===== config.mk =====
export PLATFORM = sky130hd
export DESIGN_NAME = qsfm_gain_lane
export DESIGN_NICKNAME = d
export VERILOG_FILES = /design/src/rtl/qsfm_pkg.sv /design/src/rtl/qsfm_gain_lane.sv
export SDC_FILE = /design/constraint.sdc
export NUM_CORES = 2
export LEC_CHECK = 0
export BUFFER_PORTS_ARGS = -buffer_cell sky130_fd_sc_hd__buf_2
export CORE_MARGIN = 2
export CORE_UTILIZATION = 60
export DETAILED_ROUTE_END_ITERATION = 16
export GPL_ROUTABILITY_DRIVEN = 0
export GPL_TIMING_DRIVEN = 1
export HOLD_SLACK_MARGIN = 0.08
export PLACE_DENSITY = 0.81
export SLEW_MARGIN = 30
export SYNTH_ARGS = -nofsm -noshare
export SYNTH_HDL_FRONTEND = slang
export SYNTH_SLANG_ARGS = --single-unit

===== constraint.sdc =====
create_clock -name clk -period 12.2 [get_ports clk]
set_input_delay 2.44 -clock clk [delete_from_list [all_inputs] [get_ports clk]]
set_output_delay 2.44 -clock clk [all_outputs]
set_load 0.01 [all_outputs]

===== src/rtl/qsfm_pkg.sv =====
// Shared types, constants and gain table for the quadrotor state feedback mixer.
package qsfm_pkg;

    localparam int NUM_STATES   = 12;
    localparam int NUM_ROTORS   = 4;
    localparam int DEF_FRAC     = 16;
    localparam int GAIN_W       = 24;
    localparam int ERR_W        = 32;
    localparam int POS_W        = 24;
    localparam int ANG_W        = 20;
    localparam int RATE_W       = 22;
    localparam int CMD_W        = 8;
    localparam int MIXC_W       = 22;
    localparam int SPD_W        = 20;
    localparam int SLOPE_W      = 16;
    localparam int OFS_W        = 24;
    localparam int U_W          = 32;
    localparam int CMD_MAX      = 200;

    localparam logic [2:0] REG_HOVER  = 3'd0;
    localparam logic [2:0] REG_RPMIX  = 3'd1;
    localparam logic [2:0] REG_THMIX  = 3'd2;
    localparam logic [2:0] REG_YWMIX  = 3'd3;
    localparam logic [2:0] REG_MAXSQ  = 3'd4;
    localparam logic [2:0] REG_MINSQ  = 3'd5;
    localparam logic [2:0] REG_SLOPE  = 3'd6;
    localparam logic [2:0] REG_OFFSET = 3'd7;

    localparam logic [MIXC_W-1:0]  RST_HOVER  = 22'd459524;
    localparam logic [MIXC_W-1:0]  RST_RPMIX  = 22'd394259;
    localparam logic [MIXC_W-1:0]  RST_THMIX  = 22'd33512;
    localparam logic [MIXC_W-1:0]  RST_YWMIX  = 22'd2032520;
    localparam logic [SPD_W-1:0]   RST_MAXSQ  = 20'd607720;
    localparam logic [SPD_W-1:0]   RST_MINSQ  = 20'd12703;
    localparam logic [SLOPE_W-1:0] RST_SLOPE  = 16'd15626;
    localparam logic [OFS_W-1:0]   RST_OFFSET = 24'd1695589;

    localparam logic signed [GAIN_W-1:0] GAIN_INIT [NUM_STATES*NUM_ROTORS] = '{
        24'sd0, 24'sd87597, 24'sd0, 24'sd0, 24'sd0, 24'sd128697,
        24'sd0, 24'sd48260, 24'sd0, 24'sd9875, 24'sd0, 24'sd0,
        -24'sd86472, 24'sd0, 24'sd0, 24'sd0, 24'sd126715, 24'sd0,
        -24'sd47580, 24'sd0, 24'sd0, 24'sd0, 24'sd9660, 24'sd0,
        24'sd0, 24'sd0, 24'sd0, 24'sd108100, 24'sd0, 24'sd0,
        24'sd0, 24'sd0, 24'sd0, 24'sd0, 24'sd0, 24'sd12423,
        24'sd0, 24'sd0, -24'sd302981, 24'sd0, 24'sd0, 24'sd0,
        24'sd0, 24'sd0, -24'sd168743, 24'sd0, 24'sd0, 24'sd0
    };

    typedef enum logic [2:0] {
        ST_IDLE,
        ST_MAC,
        ST_MIX,
        ST_ROOT,
        ST_CMD,
        ST_OUT
    } qsfm_state_t;

    typedef struct packed {
        logic       mac_clr;
        logic       mac_en;
        logic [3:0] col;
        logic       mix_clr;
        logic       mix_en;
        logic [1:0] term;
        logic       root_ld;
        logic       root_en;
        logic       cmd_en;
    } qsfm_ctl_t;

    typedef struct packed {
        logic [MIXC_W-1:0]  hover;
        logic [MIXC_W-1:0]  rp_mix;
        logic [MIXC_W-1:0]  th_mix;
        logic [MIXC_W-1:0]  yw_mix;
        logic [SPD_W-1:0]   max_sq;
        logic [SPD_W-1:0]   min_sq;
        logic [SLOPE_W-1:0] slope;
        logic [OFS_W-1:0]   offset;
    } qsfm_cfg_t;

    function automatic logic signed [GAIN_W-1:0] gain_at(input logic [5:0] idx);
        gain_at = GAIN_INIT[idx];
    endfunction

endpackage


===== src/rtl/qsfm_gain_lane.sv =====
// One gain row: serial multiply-accumulate of the error state, negated and saturated.
module qsfm_gain_lane
    import qsfm_pkg::*;
#(
    parameter int ROW       = 0,
    parameter int FRAC_BITS = DEF_FRAC
)
(
    input  logic                    clk,
    input  logic                    rst_n,
    input  qsfm_ctl_t               ctl,
    input  logic signed [ERR_W-1:0] err,
    input  logic [MIXC_W-1:0]       hover,
    output logic signed [U_W-1:0]   u
);
    localparam int PROD_W = GAIN_W + ERR_W;
    localparam int ACC_W  = PROD_W + 4;
    localparam int SH_W   = ACC_W - FRAC_BITS;
    localparam int DIF_W  = SH_W + 1;
    localparam logic [5:0] ROW_BASE = 6'(ROW * NUM_STATES);

    logic signed [PROD_W-1:0] prod_reg;
    logic signed [ACC_W-1:0]  acc_reg;
    logic                     en_d_reg;
    logic signed [SH_W-1:0]   acc_sh;
    logic signed [DIF_W-1:0]  dif;
    logic signed [DIF_W-1:0]  u_hi;
    logic signed [DIF_W-1:0]  u_lo;

    always_ff @(posedge clk or negedge rst_n)
    begin
        if (!rst_n)
        begin
            en_d_reg <= 1'b0;
        end
        else
        begin
            en_d_reg <= ctl.mac_en;
        end
    end

    always_ff @(posedge clk)
    begin
        if (ctl.mac_en)
        begin
            prod_reg <= gain_at(ROW_BASE + {2'b00, ctl.col}) * err;
        end
        if (ctl.mac_clr)
        begin
            acc_reg <= '0;
        end
        else if (en_d_reg)
        begin
            acc_reg <= acc_reg + ACC_W'(prod_reg);
        end
    end

    assign acc_sh = SH_W'(acc_reg >>> FRAC_BITS);
    assign dif    = (ROW == NUM_ROTORS - 1 ? $signed({{(DIF_W-MIXC_W){1'b0}}, hover})
                                           : DIF_W'(0)) - DIF_W'(acc_sh);
    assign u_hi   = DIF_W'(signed'({1'b0, {(U_W-1){1'b1}}}));
    assign u_lo   = DIF_W'(signed'({1'b1, {(U_W-1){1'b0}}}));

    always_comb
    begin
        priority if (dif > u_hi)
            u = {1'b0, {(U_W-1){1'b1}}};
        else if (dif < u_lo)
            u = {1'b1, {(U_W-1){1'b0}}};
        else
            u = U_W'(dif);
    end
endmodule


==> run_summary.xml <==
<?xml version="1.0" encoding="UTF-8"?>
<metrics>
  <group name="run_status">
    <metric name="status" unit="">complete, no violations</metric>
  </group>
  <group name="timing">
    <metric name="maxSlewHeadroom" unit="%">46.1</metric>
    <metric name="maximum_operating_frequency" unit="MHz">91.2</metric>
    <metric name="setup_viol" unit="">0</metric>
    <metric name="report.final.hold_viol_count" unit="">0</metric>
    <metric name="drv_slew" unit="">0</metric>
    <metric name="unrepaired_setup_endpoints_after_global_routing" unit="">no</metric>
    <metric name="final.setup.tns" unit="ns">0</metric>
    <metric name="finalCriticalPeriod" unit="ns">10.96</metric>
    <metric name="transition_time_at_the_pin_with_the_least_slew_margin" unit="ns">0.787</metric>
    <metric name="final.period_utilization" unit="%">89.9</metric>
    <metric name="worst_clock_skew" unit="ns">0.0125</metric>
  </group>
  <group name="layout">
    <metric name="largest_reg_flops" unit="">60</metric>
    <metric name="fraction_of_layout_instances_using_a_drive_strength_above_1" unit="%">4.96</metric>
    <metric name="final_nets" unit="">4640</metric>
    <metric name="area.growth.synth_to_final" unit="%">4.31</metric>
  </group>
  <group name="power">
    <metric name="irDropWorstVdd" unit="V">0.000135</metric>
    <metric name="leak_pwr" unit="nW">18.2</metric>
    <metric name="power_per_cell_area" unit="nW/um^2">210</metric>
    <metric name="power.total" unit="W">0.00734</metric>
  </group>
  <group name="synthesis">
    <metric name="synthTopCellsByCount" unit="">sky130_fd_sc_hd__inv_1 (804), sky130_fd_sc_hd__fa_1 (672), sky130_fd_sc_hd__ha_1 (260)</metric>
    <metric name="synth.largest_area_cell" unit="">sky130_fd_sc_hd__fa_1</metric>
    <metric name="synth_flop_cell" unit="">sky130_fd_sc_hd__dfxtp_1</metric>
    <metric name="seq_area_frac_synth" unit="%">8.69</metric>
    <metric name="synthDominantCellAreaShare" unit="%">40.2</metric>
    <metric name="synth.most_common_cell" unit="">sky130_fd_sc_hd__inv_1</metric>
    <metric name="synth.top_cells.by_area" unit="">sky130_fd_sc_hd__fa_1 (40%), sky130_fd_sc_hd__ha_1 (9.7%), sky130_fd_sc_hd__inv_1 (9.0%)</metric>
    <metric name="postSynthCellCount" unit="">3691</metric>
    <metric name="mean_cell_area_of_the_mapped_netlist" unit="um^2">9.07</metric>
    <metric name="async_flop_share" unit="%">0.855</metric>
    <metric name="post_synth_instance_area" unit="um^2">33500</metric>
    <metric name="netlist-cell-type-count" unit="">86</metric>
    <metric name="number_of_synthesized_flops_with_an_enable_pin" unit="">56</metric>
    <metric name="synth_fp_nets" unit="">4692</metric>
    <metric name="ys_seq_elements" unit="">117</metric>
    <metric name="ys_warn_count" unit="">0</metric>
  </group>
  <group name="route">
    <metric name="detail_route.wl_per_cell" unit="um">19.1</metric>
    <metric name="wirelength" unit="mm">84.2</metric>
    <metric name="dr.pass1.iters" unit="">6</metric>
    <metric name="route.vias.total" unit="">25200</metric>
    <metric name="route.antenna.remaining_nets" unit="">0</metric>
    <metric name="route.detailed.vias_per_inst" unit="">5.72</metric>
    <metric name="drt_initial_violations" unit="">2320</metric>
    <metric name="drc_errors" unit="">0</metric>
  </group>
  <group name="grt">
    <metric name="grt_antenna_before_repair" unit="">4</metric>
    <metric name="grt_pass1_wl" unit="mm">136</metric>
    <metric name="grt_pass1_vias" unit="">25900</metric>
    <metric name="grt.met3_usage" unit="%">8.93</metric>
    <metric name="grt_busiest_layer" unit="">met2</metric>
    <metric name="grtUsageMet1" unit="%">41.5</metric>
    <metric name="grt_overflow_total" unit="">0</metric>
    <metric name="grt_max_degree" unit="">70</metric>
    <metric name="total_global_route_track_usage" unit="%">30.5</metric>
    <metric name="grtUsageMet2" unit="%">47.0</metric>
  </group>
  <group name="floorplanning">
    <metric name="die_h" unit="um">240</metric>
    <metric name="placeableCoreArea" unit="um^2">55100</metric>
    <metric name="start_util" unit="%">60.7</metric>
    <metric name="floorplan.die_area" unit="um^2">57700</metric>
    <metric name="die_w" unit="um">240</metric>
    <metric name="pin_count" unit="">101</metric>
    <metric name="rows" unit="">86</metric>
  </group>
  <group name="worst_setup_path">
    <metric name="crit-reg2reg-launch" unit="">prod_reg[0]</metric>
    <metric name="critical_path.startpoint" unit="">ctl[8]</metric>
    <metric name="critPathArrivalTime" unit="ns">11.20</metric>
    <metric name="worst-r2r-cell-count" unit="">13</metric>
    <metric name="cpPeakStageDelay" unit="ns">0.57</metric>
    <metric name="worst_path_dominant_cell_family" unit="">adder cells</metric>
    <metric name="timing.critical_path.from_type" unit="">primary input</metric>
    <metric name="worst-path-buf-inv" unit="">9</metric>
    <metric name="worst-r2r-setup-slack" unit="ns">7.96</metric>
    <metric name="critical_path.max_fanout" unit="">29</metric>
    <metric name="worstSetupPathType" unit="">primary input to register</metric>
    <metric name="worst-endpoint-required" unit="ns">12.43</metric>
    <metric name="cp_max_stage_cell" unit="">sky130_fd_sc_hd__fa_1</metric>
    <metric name="regToRegEndpoint" unit="">acc_reg[58]</metric>
    <metric name="endpoint_kind" unit="">register</metric>
    <metric name="cpMostUsedCell" unit="">sky130_fd_sc_hd__fa_1</metric>
  </group>
  <group name="cts">
    <metric name="cts_max_level" unit="">4</metric>
    <metric name="post_cts_resized" unit="">0</metric>
    <metric name="cts_setup_buffers" unit="">0</metric>
    <metric name="cts.reportedPaths.clkPinSlew" unit="ns">0.05</metric>
    <metric name="tritoncts" unit="">yes</metric>
    <metric name="clk_path_buf_depth" unit="">2</metric>
    <metric name="hold_fix_buffer_count_after_cts" unit="">0</metric>
    <metric name="clock_insertion_delay_worst_skew" unit="ns">0.43</metric>
    <metric name="cts_num_sinks" unit="">117</metric>
    <metric name="ctsRootBufferMaster" unit="">sky130_fd_sc_hd__clkbuf_16</metric>
    <metric name="cts_made_buffers" unit="">17</metric>
  </group>
  <group name="worst_hold_path">
    <metric name="timing.hold.worst_endpoint" unit="">acc_reg[4]</metric>
    <metric name="holdCritStartpoint" unit="">acc_reg[4]</metric>
    <metric name="holdCritPathClass" unit="">register to register</metric>
    <metric name="worstHoldPathCells" unit="">2</metric>
  </group>
  <group name="flow_run">
    <metric name="maxCapViolations" unit="">0</metric>
  </group>
  <group name="placed_design">
    <metric name="io_buffers" unit="">71</metric>
    <metric name="dp_hpwl" unit="mm">69.7</metric>
  </group>
</metrics>
==> worst reg2reg max path, stage by stage (launching register included) <==
cell                        delay [ns]
sky130_fd_sc_hd__edfxtp_1         0.34
sky130_fd_sc_hd__ha_1             0.17
sky130_fd_sc_hd__inv_1            0.06
sky130_fd_sc_hd__fa_1             0.41
sky130_fd_sc_hd__nor2b_1          0.23
sky130_fd_sc_hd__o2111ai_1        0.15
sky130_fd_sc_hd__a31o_2           0.28
sky130_fd_sc_hd__a211o_1          0.32
sky130_fd_sc_hd__a211oi_1         0.48
sky130_fd_sc_hd__o211ai_1         0.22
sky130_fd_sc_hd__a2111oi_0        0.78
sky130_fd_sc_hd__o21ai_0          0.27
sky130_fd_sc_hd__and3_1           0.23
sky130_fd_sc_hd__o31ai_1          0.20
==> per-layer routing <==
layer / routed length (um) / part of all wire, %
met1: 34900 / 42
met2: 36800 / 44
met3: 9670 / 11
met4: 2750 / 3.3
met5: 13 / 0.015
==> kinds of logic (layout without fill, tap and decap cells) <==
kind of cell               Yosys count  in the layout  share of synthesized area (%)
AOI/OAI and AO/OA                  497            497                           9.93
DFF                                117            117                           8.69
buffers and inverters              979            940                           11.2
adders and majority gates          935            935                           50.0
muxes                               44             44                           1.33
other                                0              2                              0
and+or+nand+nor                    961            961                           14.8
xor gates and xnor gates           158            158                           4.13
==> how the worst max path moves through the flow <==
stage              endpoint  slack, ns  cells after the start
2_1_floorplan  prod_reg[53]       1.97                     30
3_3_place_gp   prod_reg[53]       1.07                     33
3_5_place_dp   prod_reg[53]       0.92                     33
4_1_cts        prod_reg[53]       1.37                     33
5_1_grt        prod_reg[53]       0.87                     33
6_report       prod_reg[53]       1.24                     33
==> final cells by class <==
class / count / area [um^2]
multi-input combinational: 2595 / 26900
timing repair buffer: 100 / 573
fill: 4529 / 20200
clock buffer: 22 / 454
sequential: 117 / 2910
inverter: 808 / 3030
antenna: 2 / 5.00
tap: 748 / 936
clock inverter: 10 / 130
==> placed cells by master (no fill, tap or decap), types with 24 or more instances in the layout <==
cell type / count
sky130_fd_sc_hd__buf_2: 71
sky130_fd_sc_hd__inv_1: 804
sky130_fd_sc_hd__o21ai_0: 84
sky130_fd_sc_hd__fa_1: 672
sky130_fd_sc_hd__dfxtp_1: 60
sky130_fd_sc_hd__a21o_1: 98
sky130_fd_sc_hd__xnor2_1: 102
sky130_fd_sc_hd__and3_1: 59
sky130_fd_sc_hd__nor2_1: 201
sky130_fd_sc_hd__o21bai_1: 24
sky130_fd_sc_hd__buf_4: 29
sky130_fd_sc_hd__nand3_1: 38
sky130_fd_sc_hd__edfxtp_1: 56
sky130_fd_sc_hd__xor2_1: 56
sky130_fd_sc_hd__mux2i_1: 41
sky130_fd_sc_hd__a21oi_1: 125
sky130_fd_sc_hd__ha_1: 260
sky130_fd_sc_hd__nand2b_1: 28
sky130_fd_sc_hd__and2_1: 224
sky130_fd_sc_hd__nor3_1: 36
sky130_fd_sc_hd__nand2_1: 237
==> power by group <==
part	total (W)	internal, W	switching, W	leakage (nW)
clock network	0.000492	0.000323	0.000169	0.284
registers	0.000946	0.000745	0.000202	1.05
logic	0.00590	0.00248	0.00342	16.9
==> through the flow <==
step	std cells	cell area [um^2]	hold slack, ns	worst slack [ns]	util [%]
global route	4402	34900	0.535	0.874	63.4
global placement	4368	34300	0.477	1.07	62.3
detailed placement	4368	34300	0.490	0.915	62.3
floorplan	3691	33500	0.465	1.97	-
CTS	4400	34900	0.501	1.37	63.4
finish	4402	34900	0.499	1.24	63.4
Power figures use the tool's default switching activity.
